--- config.mk ---
export PLATFORM = sky130hd
export DESIGN_NAME = prefix_integer_decoder_core
export DESIGN_NICKNAME = d
export VERILOG_FILES = /design/src/pidec_pkg.sv /design/src/pidec_step.sv /design/src/prefix_integer_decoder_core.sv
export VERILOG_INCLUDE_DIRS = /design/src /design/src/src
export SDC_FILE = /design/constraint.sdc
export NUM_CORES = 1
export LEC_CHECK = 0
export BUFFER_PORTS_ARGS = -buffer_cell sky130_fd_sc_hd__buf_2
export CORE_MARGIN = 2
export CORE_UTILIZATION = 45
export CTS_CLUSTER_DIAMETER = 120
export DETAILED_ROUTE_END_ITERATION = 8
export PLACE_DENSITY = 0.73
export SLEW_MARGIN = 30
export SYNTH_ARGS = -nofsm -noshare
export SYNTH_HDL_FRONTEND = slang
export SYNTH_SLANG_ARGS = --single-unit
--- constraint.sdc ---
create_clock -name clk -period 11 [get_ports clk]
set_clock_uncertainty 0.05 [all_clocks]
set_input_delay 1.1 -clock clk [delete_from_list [all_inputs] [get_ports clk]]
set_output_delay 1.1 -clock clk [all_outputs]
set_load 0.1 [all_outputs]
--- src/assert_macros.svh ---
// ----------------------------------------------------------------------------
// Assertion macros
// Shared concurrent assertion helpers for the RTL in this folder.
// ----------------------------------------------------------------------------
`ifndef ASSERT_MACROS_SVH
`define ASSERT_MACROS_SVH

`ifndef SYNTHESIS

// Property checked at every rising clock edge outside of reset.
`define ASSERT_CLK(label, clk, rst_n, prop) \
    label: assert property (@(posedge clk) disable iff (!rst_n) (prop)) \
        else $error("assertion failed in prefix integer decoder");

// Condition that must never be true outside of reset.
`define ASSERT_NEVER(label, clk, rst_n, cond) \
    label: assert property (@(posedge clk) disable iff (!rst_n) !(cond)) \
        else $error("forbidden condition in prefix integer decoder");

`else

`define ASSERT_CLK(label, clk, rst_n, prop)
`define ASSERT_NEVER(label, clk, rst_n, cond)

`endif

`endif

--- src/pidec_pkg.sv ---
// ----------------------------------------------------------------------------
// Prefix integer decoder package
// Types and constants shared by the decoder step logic and the core.
// ----------------------------------------------------------------------------
package pidec_pkg;

    localparam int unsigned VALUE_W   = 16;
    localparam int unsigned SHIFT_W   = 5;
    localparam int unsigned SUM_W     = 29;
    localparam logic [SHIFT_W-1:0] SHIFT_MAX  = 5'd21;
    localparam logic [SHIFT_W-1:0] SHIFT_STEP = 5'd7;
    localparam logic [3:0]         PREFIX_MAX = 4'd8;

    // Result status codes.
    typedef enum logic [2:0] {
        ST_MORE     = 3'd0,
        ST_DONE     = 3'd1,
        ST_OVERFLOW = 3'd2,
        ST_TRUNC    = 3'd3,
        ST_IGNORED  = 3'd4
    } status_t;

    // Decoder state carried between bytes.
    typedef struct packed {
        logic [VALUE_W-1:0] acc;
        logic [SHIFT_W-1:0] shift;
        logic               open;
    } pidec_state_t;

    // One result beat.
    typedef struct packed {
        status_t            status;
        logic [VALUE_W-1:0] value;
    } pidec_result_t;

endpackage

--- src/pidec_step.sv ---
// ----------------------------------------------------------------------------
// Prefix integer decoder step
// Combinational decode of one byte against the current decoder state.
// ----------------------------------------------------------------------------
module pidec_step
(
    input  logic [7:0]             data_byte,
    input  logic                   first,
    input  logic [3:0]             prefix_bits,
    input  logic                   buffer_end,
    input  pidec_pkg::pidec_state_t st,
    output pidec_pkg::pidec_state_t st_next,
    output pidec_pkg::pidec_result_t res
);
    import pidec_pkg::*;

    logic [3:0]         prefix_sat;
    logic [7:0]         ones;
    logic [7:0]         low;
    logic [VALUE_W-1:0] cont_acc;
    logic [SHIFT_W-1:0] cont_sh;
    logic [SHIFT_W-1:0] sh_next;
    logic [SUM_W-1:0]   addend;
    logic [SUM_W-1:0]   sum;
    logic               overflow;

    // Prefix width clamp and all-ones mask of the prefix.
    assign prefix_sat = (prefix_bits > PREFIX_MAX) ? PREFIX_MAX : prefix_bits;
    assign ones       = 8'hff >> (PREFIX_MAX - prefix_sat);
    assign low        = data_byte & ones;

    // Continuation operands: a first byte with no prefix starts from zero.
    assign cont_acc = first ? '0 : st.acc;
    assign cont_sh  = first ? '0 : ((st.shift > SHIFT_MAX) ? SHIFT_MAX : st.shift);
    assign addend   = {{(SUM_W-7){1'b0}}, data_byte[6:0]} << cont_sh;
    assign sum      = {{(SUM_W-VALUE_W){1'b0}}, cont_acc} + addend;
    assign overflow = |sum[SUM_W-1:VALUE_W];
    assign sh_next  = ((cont_sh + SHIFT_STEP) > SHIFT_MAX) ? SHIFT_MAX : cont_sh + SHIFT_STEP;

    // Decode decision. A closed integer leaves the state cleared.
    always_comb
    begin
        st_next    = '0;
        res.status = ST_IGNORED;
        res.value  = '0;
        if (first && (prefix_sat != 4'd0)) begin
            if (low != ones) begin
                res.status = ST_DONE;
                res.value  = {{(VALUE_W-8){1'b0}}, low};
            end else if (buffer_end) begin
                res.status = ST_TRUNC;
            end else begin
                res.status  = ST_MORE;
                st_next.acc = {{(VALUE_W-8){1'b0}}, ones};
                st_next.open = 1'b1;
            end
        end else if (first || st.open) begin
            if (overflow) begin
                res.status = ST_OVERFLOW;
            end else if (!data_byte[7]) begin
                res.status = ST_DONE;
                res.value  = sum[VALUE_W-1:0];
            end else if (buffer_end) begin
                res.status = ST_TRUNC;
            end else begin
                res.status    = ST_MORE;
                st_next.acc   = sum[VALUE_W-1:0];
                st_next.shift = sh_next;
                st_next.open  = 1'b1;
            end
        end else begin
            // Stray byte: nothing open, state unchanged.
            st_next = st;
        end
    end

endmodule

--- src/prefix_integer_decoder_core.sv ---
// ----------------------------------------------------------------------------
// Prefix integer decoder core
// Decodes header-compression prefix integers one byte per beat.
// ----------------------------------------------------------------------------
// Each input beat yields exactly one result beat. A byte is captured in an
// input register, decoded combinationally against the running sum, and
// written to a result register, so the core sustains one byte per clock
// while results are taken. The result beat becomes valid when its byte moves
// from the input register into the result register, which waits while a held
// result is not taken. The running sum and shift update at that move; in_ready
// drops only when both the input and result registers are full and out_ready
// is low.
module prefix_integer_decoder_core
(
    input  logic        clk,
    input  logic        rst_n,
    input  logic        in_valid,
    output logic        in_ready,
    input  logic [7:0]  data_byte,
    input  logic        first,
    input  logic [3:0]  prefix_bits,
    input  logic        buffer_end,
    output logic        out_valid,
    input  logic        out_ready,
    output logic [2:0]  status,
    output logic [15:0] value
);
    import pidec_pkg::*;

`include "assert_macros.svh"

    logic          in_valid_reg;
    logic [7:0]    byte_reg;
    logic          first_reg;
    logic [3:0]    prefix_reg;
    logic          end_reg;
    pidec_state_t  state_reg;
    pidec_state_t  state_next;
    pidec_result_t res_next;
    pidec_result_t res_reg;
    logic          out_valid_reg;
    logic          advance;

    // Pipeline handshake.
    assign advance  = in_valid_reg && (!out_valid_reg || out_ready);
    assign in_ready = !in_valid_reg || advance;

    // Input register control.
    always_ff @(posedge clk or negedge rst_n)
    begin
        if (!rst_n) begin
            in_valid_reg <= 1'b0;
        end else if (in_ready) begin
            in_valid_reg <= in_valid;
        end
    end

    // Input register payload.
    always_ff @(posedge clk)
    begin
        if (in_valid && in_ready) begin
            byte_reg   <= data_byte;
            first_reg  <= first;
            prefix_reg <= prefix_bits;
            end_reg    <= buffer_end;
        end
    end

    // Decode of the held byte.
    pidec_step u_step
    (
        .data_byte   (byte_reg),
        .first       (first_reg),
        .prefix_bits (prefix_reg),
        .buffer_end  (end_reg),
        .st          (state_reg),
        .st_next     (state_next),
        .res         (res_next)
    );

    // Decoder state and result valid.
    always_ff @(posedge clk or negedge rst_n)
    begin
        if (!rst_n) begin
            state_reg     <= '0;
            out_valid_reg <= 1'b0;
        end else begin
            if (advance) begin
                state_reg <= state_next;
            end
            if (advance) begin
                out_valid_reg <= 1'b1;
            end else if (out_ready) begin
                out_valid_reg <= 1'b0;
            end
        end
    end

    // Result register payload.
    always_ff @(posedge clk)
    begin
        if (advance) begin
            res_reg <= res_next;
        end
    end

    assign out_valid = out_valid_reg;
    assign status    = res_reg.status;
    assign value     = res_reg.value;

    // Checks.
    `ASSERT_CLK(a_value_only_done, clk, rst_n,
        (out_valid && (status != ST_DONE)) |-> (value == '0))
    `ASSERT_CLK(a_shift_legal, clk, rst_n,
        (state_reg.shift == 5'd0) || (state_reg.shift == 5'd7) ||
        (state_reg.shift == 5'd14) || (state_reg.shift == 5'd21))
    `ASSERT_CLK(a_closed_is_clear, clk, rst_n,
        !state_reg.open |-> ((state_reg.acc == '0) && (state_reg.shift == '0)))
    `ASSERT_CLK(a_state_holds_when_stalled, clk, rst_n,
        !advance |=> $stable(state_reg))

endmodule
==> run_results.csv, run 1 <==
group,metric,value,unit
synth,synthesis.area,4350,sq um
power,p_per_area,137,nW/um^2
synth,synth-async-reset-ratio,42.1,%
critical_path,crit_chain,"o21ai_1 -> a22oi_4 -> a32oi_1 -> nor2_1 -> a21oi_1 -> nor2_1 -> ha_1 -> o21ai_0 -> a31oi_1 -> o31ai_1 -> o31ai_1 -> nand2_1 -> or4_1 -> a22oi_2 -> nand4_4 -> o32ai_1",
die,std_cell_rows,35,
global_routing,grt_pass1_wl,18800,um
die,die_h,102,um
cells_and_area,drive_gt1_share,14.9,%
synth,yosysSeqAreaShare,36.6,%
route,wl,11600,um
placement,port_buffers,38,
cells_and_area,largest_reg_flops,22,
synth,postSynthCellCount,493,
clocking,numCtsBuffers,9,
cells_and_area,mostFrequentLayoutCell,"nand2_1",
power,leakagePower,1.98,nW
clocking,ctsRootBufferMaster,"clkbuf_8",
run_status,run_status,"finished clean",
sta,min_period,5.96,ns
worst_hold_path,min_path_type,"register to register",
cells_and_area,antenna_cells,0,
clocking,clk_pin_slew,0.08,ns
sta,finalSetupViolCount,0,
global_routing,grt.busiest_layer,"met2",
die,floorplan.initialDensity,46.8,%
sta,finalHoldViolCount,0,
global_routing,track_usage,23.0,%
die,core,9280,sq um
cells_and_area,final_cell_mix,"49 x nand2_1, 46 x nor2_1, 38 x buf_2, 33 x edfxtp_1, 31 x a21oi_1",
synth,synth_flop_cell,"edfxtp_1",
clocking,cts_resized,0,
critical_path,cp.arrival,6.04,ns
critical_path,crit_type,"register to register",
critical_path,cp_max_fo,40,
placement,dpl_worst_slack,5.20,ns
sta,tightest_slew,0.904,ns
clocking,clockBufferDepth,2,
global_routing,antenna_found_initial,0,
sta,timing.fmax,0.168,GHz
route,ant_nets,0,
clocking,cts_tree,"built",
global_routing,grt_max_degree,41,
route,first_pass_iters,7,
job,max-cap-violations,0,
placement,hpwl,8550,um
sta,period_share,54.2,%
sta,hold_ws,0.424,ns
critical_path,r2r_slack,5.04,ns
cells_and_area,fillers,866,
global_routing,gr-usage-met3,4.38,%
route,vias,4062,
global_routing,grtUsageMet2,38.1,%
synth,ys_ff_latch,57,
critical_path,critical_path.max_stage_delay,0.64,ns
synth,synth_nets,533,
sta,tns,0,ns
critical_path,crit_path_start_kind,"register",
route,drcViolationCount,0,
critical_path,critPathBufInv,0,
synth,yosysWarnings,0,
synth,synth.avg_cell_area,8.81,sq um
die,die_area,10500,sq um
power,ir_drop,0.0000920,V
critical_path,end_kind,"register",
route,via_per_inst,6.16,
global_routing,grt_pass1_vias,3853,
die,io_pins,39,
global_routing,grt_overflow,0,
cells_and_area,nets,565,
route,drt-wirelength-per-cell,17.7,um
die,die_w,102,um
sta,fin_ws,5.04,ns
placement,place.gp.congestion,0.963,
critical_path,required,11.08,ns
route,drtIter0Drc,249,
critical_path,path_delay_family,"compound AO/OA/AOI/OAI gates",
cells_and_area,area_growth,10.4,%
clocking,insertion_delay,0.35,ns
critical_path,worst_path_max_delay_cell,"o21ai_1",
global_routing,grtUsageMet1,30.4,%
clocking,h-tree-depth,3,
clocking,cts.sinks,57,
power,power,657,uW
sta,rsz0062_at_grt,"false",
sta,report.final.slew_viol_count,0,
sta,maxSlewHeadroom,39.6,%
clocking,cts_hold_buf,0,
clocking,post-cts-setup-buffers,0,
synth,synth_edf_count,33,
synth,synth_cell_types,74,
[synth_stat cells, types with 11 or more instances]
| cell | instances | area [sq um] |
|---|---|---|
| nand2_1 | 49 | 184 |
| clkbuf_1 | 12 | 45.0 |
| nor2b_1 | 22 | 138 |
| inv_1 | 15 | 56.3 |
| o21ai_0 | 30 | 150 |
| dfrtp_1 | 24 | 601 |
| a21oi_1 | 31 | 155 |
| edfxtp_1 | 33 | 991 |
| nor2_1 | 46 | 173 |
| nand3_1 | 22 | 110 |
| ha_1 | 21 | 263 |
| nand2b_1 | 11 | 68.8 |
| o31ai_1 | 17 | 128 |
| nor3_1 | 21 | 105 |
[cells by family after synthesis]
family                     share of synthesized area, %
DFF                                                36.6
adders and majority gates                          6.51
AOI/OAI and AO/OA                                  26.2
and+or+nand+nor                                    22.9
xor gates and xnor gates                           3.23
muxes                                             0.691
buffers and inverters                              3.80
[through the flow]
step | area [sq um] | utilization (%) | cells
after global placement | 4620 | 49.8 | 643
after detailed placement | 4630 | 49.9 | 643
final | 4800 | 51.7 | 659
after floorplan | 4350 | - | 493
after CTS | 4800 | 51.7 | 659
after global routing | 4800 | 51.7 | 659
[final timing paths]
| check | start | to | cells past startpoint |
|---|---|---|---|
| min reg2reg | state_reg[21] | state_reg[21] | 2 |
| min in group asynchronous | rst_n | state_reg[15] | 1 |
| max reg2reg | state_reg[3] | value[5] | 16 |
| min | state_reg[21] | state_reg[21] | 2 |
| max in group asynchronous | rst_n | state_reg[2] | 1 |
| max | state_reg[3] | value[5] | 16 |
[per-layer routing]
| metal | part of all wire (%) | wire (um) | up-vias |
|---|---|---|---|
| li1 | - | - | 1917 |
| met1 | 43 | 5050 | 1939 |
| met2 | 47 | 5510 | 183 |
| met3 | 7.0 | 811 | 23 |
| met4 | 2.4 | 275 | 0 |
| met5 | 0 | 0 | - |
[layout make-up]
class	count	area (sq um)	area share, %
Multi-Input combinational cell	399	2600	54.1
Sequential cell	57	1590	33.2
Timing Repair Buffer	41	213	4.43
Tap cell	129	161	3.36
Clock buffer	9	124	2.58
Inverter	17	65.1	1.36
Clock inverter	7	45.0	0.939
[tightest hold or removal path, stage by stage (launching register included)]
cell and delay (ns):
dfrtp_1 0.33, nand2_1 0.05, o31ai_1 0.06
[power breakdown]
part           internal (mW)  switching (mW)  total (mW)
Combinational         0.0622           0.157       0.219
Clock                 0.0810          0.0900       0.171
Sequential             0.250          0.0173       0.267
Total                  0.393           0.264       0.657
Power figures use the tool's default switching activity.
==> run 2, diff against run 1 <==
clock period = 5.9 ns   (was 11 ns; I/O delays follow)
==> run 2 against run 1 <==
Final cell count is 0.30% higher; sequential share of layout area is 0.49 points lower; critical path depth is 1 higher; die area stayed put; sequential cell count stayed put; non-clock buffer count is 2 higher; first-iteration DRC count is 41% higher; core utilization is 0.77 points higher; global-route usage is 0.75 points higher; register-to-register slack worse by 4.5 ns; combinational power is 86% higher; largest power group unchanged; highest routed layer unchanged.
==> run_results.csv, run 2 (synthesis gave the netlist of run 1 again) <==
group,metric,value,unit
sta,tightest_slew,0.728,ns
clocking,numCtsBuffers,9,
global_routing,grt_pass1_vias,3908,
critical_path,startpoint,"state_reg[3]",
sta,fin_ws,0.514,ns
die,die_area,10500,sq um
route,drt-wirelength-per-cell,17.6,um
cells_and_area,drive_gt1_share,15.0,%
cells_and_area,regArea,1590,sq um
power,power,1.33,mW
run_status,run_status,"finished clean",
critical_path,cp_max_fo,40,
sta,finalSetupViolCount,0,
critical_path,crit_path_start_kind,"register",
die,die_h,102,um
placement,dpl_worst_slack,0.671,ns
sta,timing.fmax,0.186,GHz
route,wl,11600,um
sta,report.final.slew_viol_count,0,
route,drtIter0Drc,352,
cells_and_area,fillers,895,
worst_hold_path,min_path_type,"primary input to async pin",
critical_path,crit_chain,"o21ai_1 -> a22oi_4 -> a32oi_1 -> nor2_1 -> a21oi_1 -> nor2_1 -> ha_1 -> o21ai_0 -> a31oi_1 -> o31ai_1 -> o31ai_1 -> nand2_1 -> or4_1 -> a22oi_2 -> nand4_2 -> buf_4 -> o32ai_1",
critical_path,crit_type,"register to register",
sta,period_share,91.3,%
clocking,post-cts-setup-buffers,0,
clocking,clockBufferDepth,2,
clocking,cts_tree,"built",
job,max-cap-violations,0,
clocking,ctsRootBufferMaster,"clkbuf_8",
sta,finalHoldViolCount,0,
power,p_switching,486,uW
clocking,h-tree-depth,3,
critical_path,r2r_slack,0.51,ns
power,seq_power_share,37.5,%
placement,hpwl,8600,um
power,p_comb_share,30.7,%
clocking,clk_pin_slew,0.07,ns
cells_and_area,antenna_cells,0,
clocking,cts.sinks,57,
route,vias,4026,
cells_and_area,multi_input_area,2590,sq um
power,pwr-share-clk,31.8,%
critical_path,path_delay_family,"compound AO/OA/AOI/OAI gates",
route,first_pass_iters,5,
cells_and_area,nets,567,
clocking,cts_hold_buf,0,
critical_path,required,6.00,ns
route,drcViolationCount,0,
power,ir_drop,0.000205,V
critical_path,r2r_cells,17,
power,p_per_area,272,nW/um^2
critical_path,reg2reg_to,"value[6]",
die,std_cell_rows,35,
sta,tns,0,ns
placement,place.gp.congestion,0.901,
power,leakagePower,2.02,nW
critical_path,end_kind,"register",
cells_and_area,area_growth,12.0,%
critical_path,critPathBufInv,1,
sta,rsz0062_at_grt,"false",
die,floorplan.initialDensity,46.8,%
sta,maxSlewHeadroom,51.0,%
placement,port_buffers,38,
die,core,9280,sq um
cells_and_area,mostFrequentLayoutCell,"nand2_1",
power,sw_frac_of_total,36.7,%
critical_path,cp.arrival,5.48,ns
placement,dpl-instance-area,4630,sq um
sta,min_period,5.39,ns
route,via_per_inst,6.09,
critical_path,r2r-start,"state_reg[3]",
cells_and_area,fin_area,4870,sq um
global_routing,antenna_found_initial,0,
die,die_w,102,um
route,ant_nets,0,
cells_and_area,largest_reg_flops,22,
critical_path,critical_path.max_stage_delay,0.64,ns
global_routing,grt_pass1_wl,19200,um
global_routing,track_usage,23.7,%
critical_path,worst_path_max_delay_cell,"o21ai_1",
global_routing,grt_overflow,0,
clocking,cts_resized,0,
die,io_pins,39,
global_routing,grt_max_degree,41,
sta,hold_ws,0.205,ns
cells_and_area,final_cell_mix,"49 x nand2_1, 46 x nor2_1, 38 x buf_2, 33 x edfxtp_1, 31 x a21oi_1",
power,power.internal,840,uW
clocking,insertion_delay,0.35,ns
-- run 2: cell count changes in the layout (fill, tap and decap cells not counted), sizes merged --
cell,previous run,this run
inv,17,16
buf,41,43
clkinv,6,2
bufinv,0,1
clkbuf,9,13
-- run 2: area by class of cell --
| cell class | instances | area share, % |
|---|---|---|
| clock buffer | 13 | 3.93 |
| tap | 129 | 3.32 |
| sequential | 57 | 32.7 |
| multi-input combinational | 399 | 53.2 |
| clock inverter | 3 | 0.874 |
| timing repair buffer | 43 | 4.68 |
| inverter | 17 | 1.34 |
-- run 2: metal layers --
metal / global-route usage, % / vias up / wire [um]
met5: 0 / - / 0
met4: 9.54 / 0 / 257
met3: 4.38 / 24 / 809
met2: 38.8 / 183 / 5570
met1: 31.2 / 1891 / 4960
li1: - / 1928 / -
-- run 2: how the worst max path moves through the flow --
stage	end	slack (ns)	cells after the start
2_1_floorplan	status[1]	1.44	18
3_3_place_gp	status[1]	0.79	17
3_5_place_dp	value[6]	0.67	17
4_1_cts	value[6]	0.62	17
5_1_grt	value[6]	0.17	17
6_report	value[6]	0.51	17
-- run 2: per-stage QoR --
stage               std cells  util [%]
global placement          645      49.9
finish                    661      52.4
global route              661      52.4
CTS                       661      52.4
floorplan                 493         -
detailed placement        645      49.9
-- run 2: power groups by stage --
| stage | clock network [mW] | logic, mW | registers (mW) |
|---|---|---|---|
| 2_1_floorplan | 0 | 0.234 | 0.586 |
| 3_3_place_gp | 0 | 0.397 | 0.504 |
| 3_5_place_dp | 0 | 0.401 | 0.505 |
| 4_1_cts | 0.429 | 0.403 | 0.497 |
| 5_1_grt | 0.445 | 0.440 | 0.503 |
| 6_report | 0.421 | 0.407 | 0.498 |
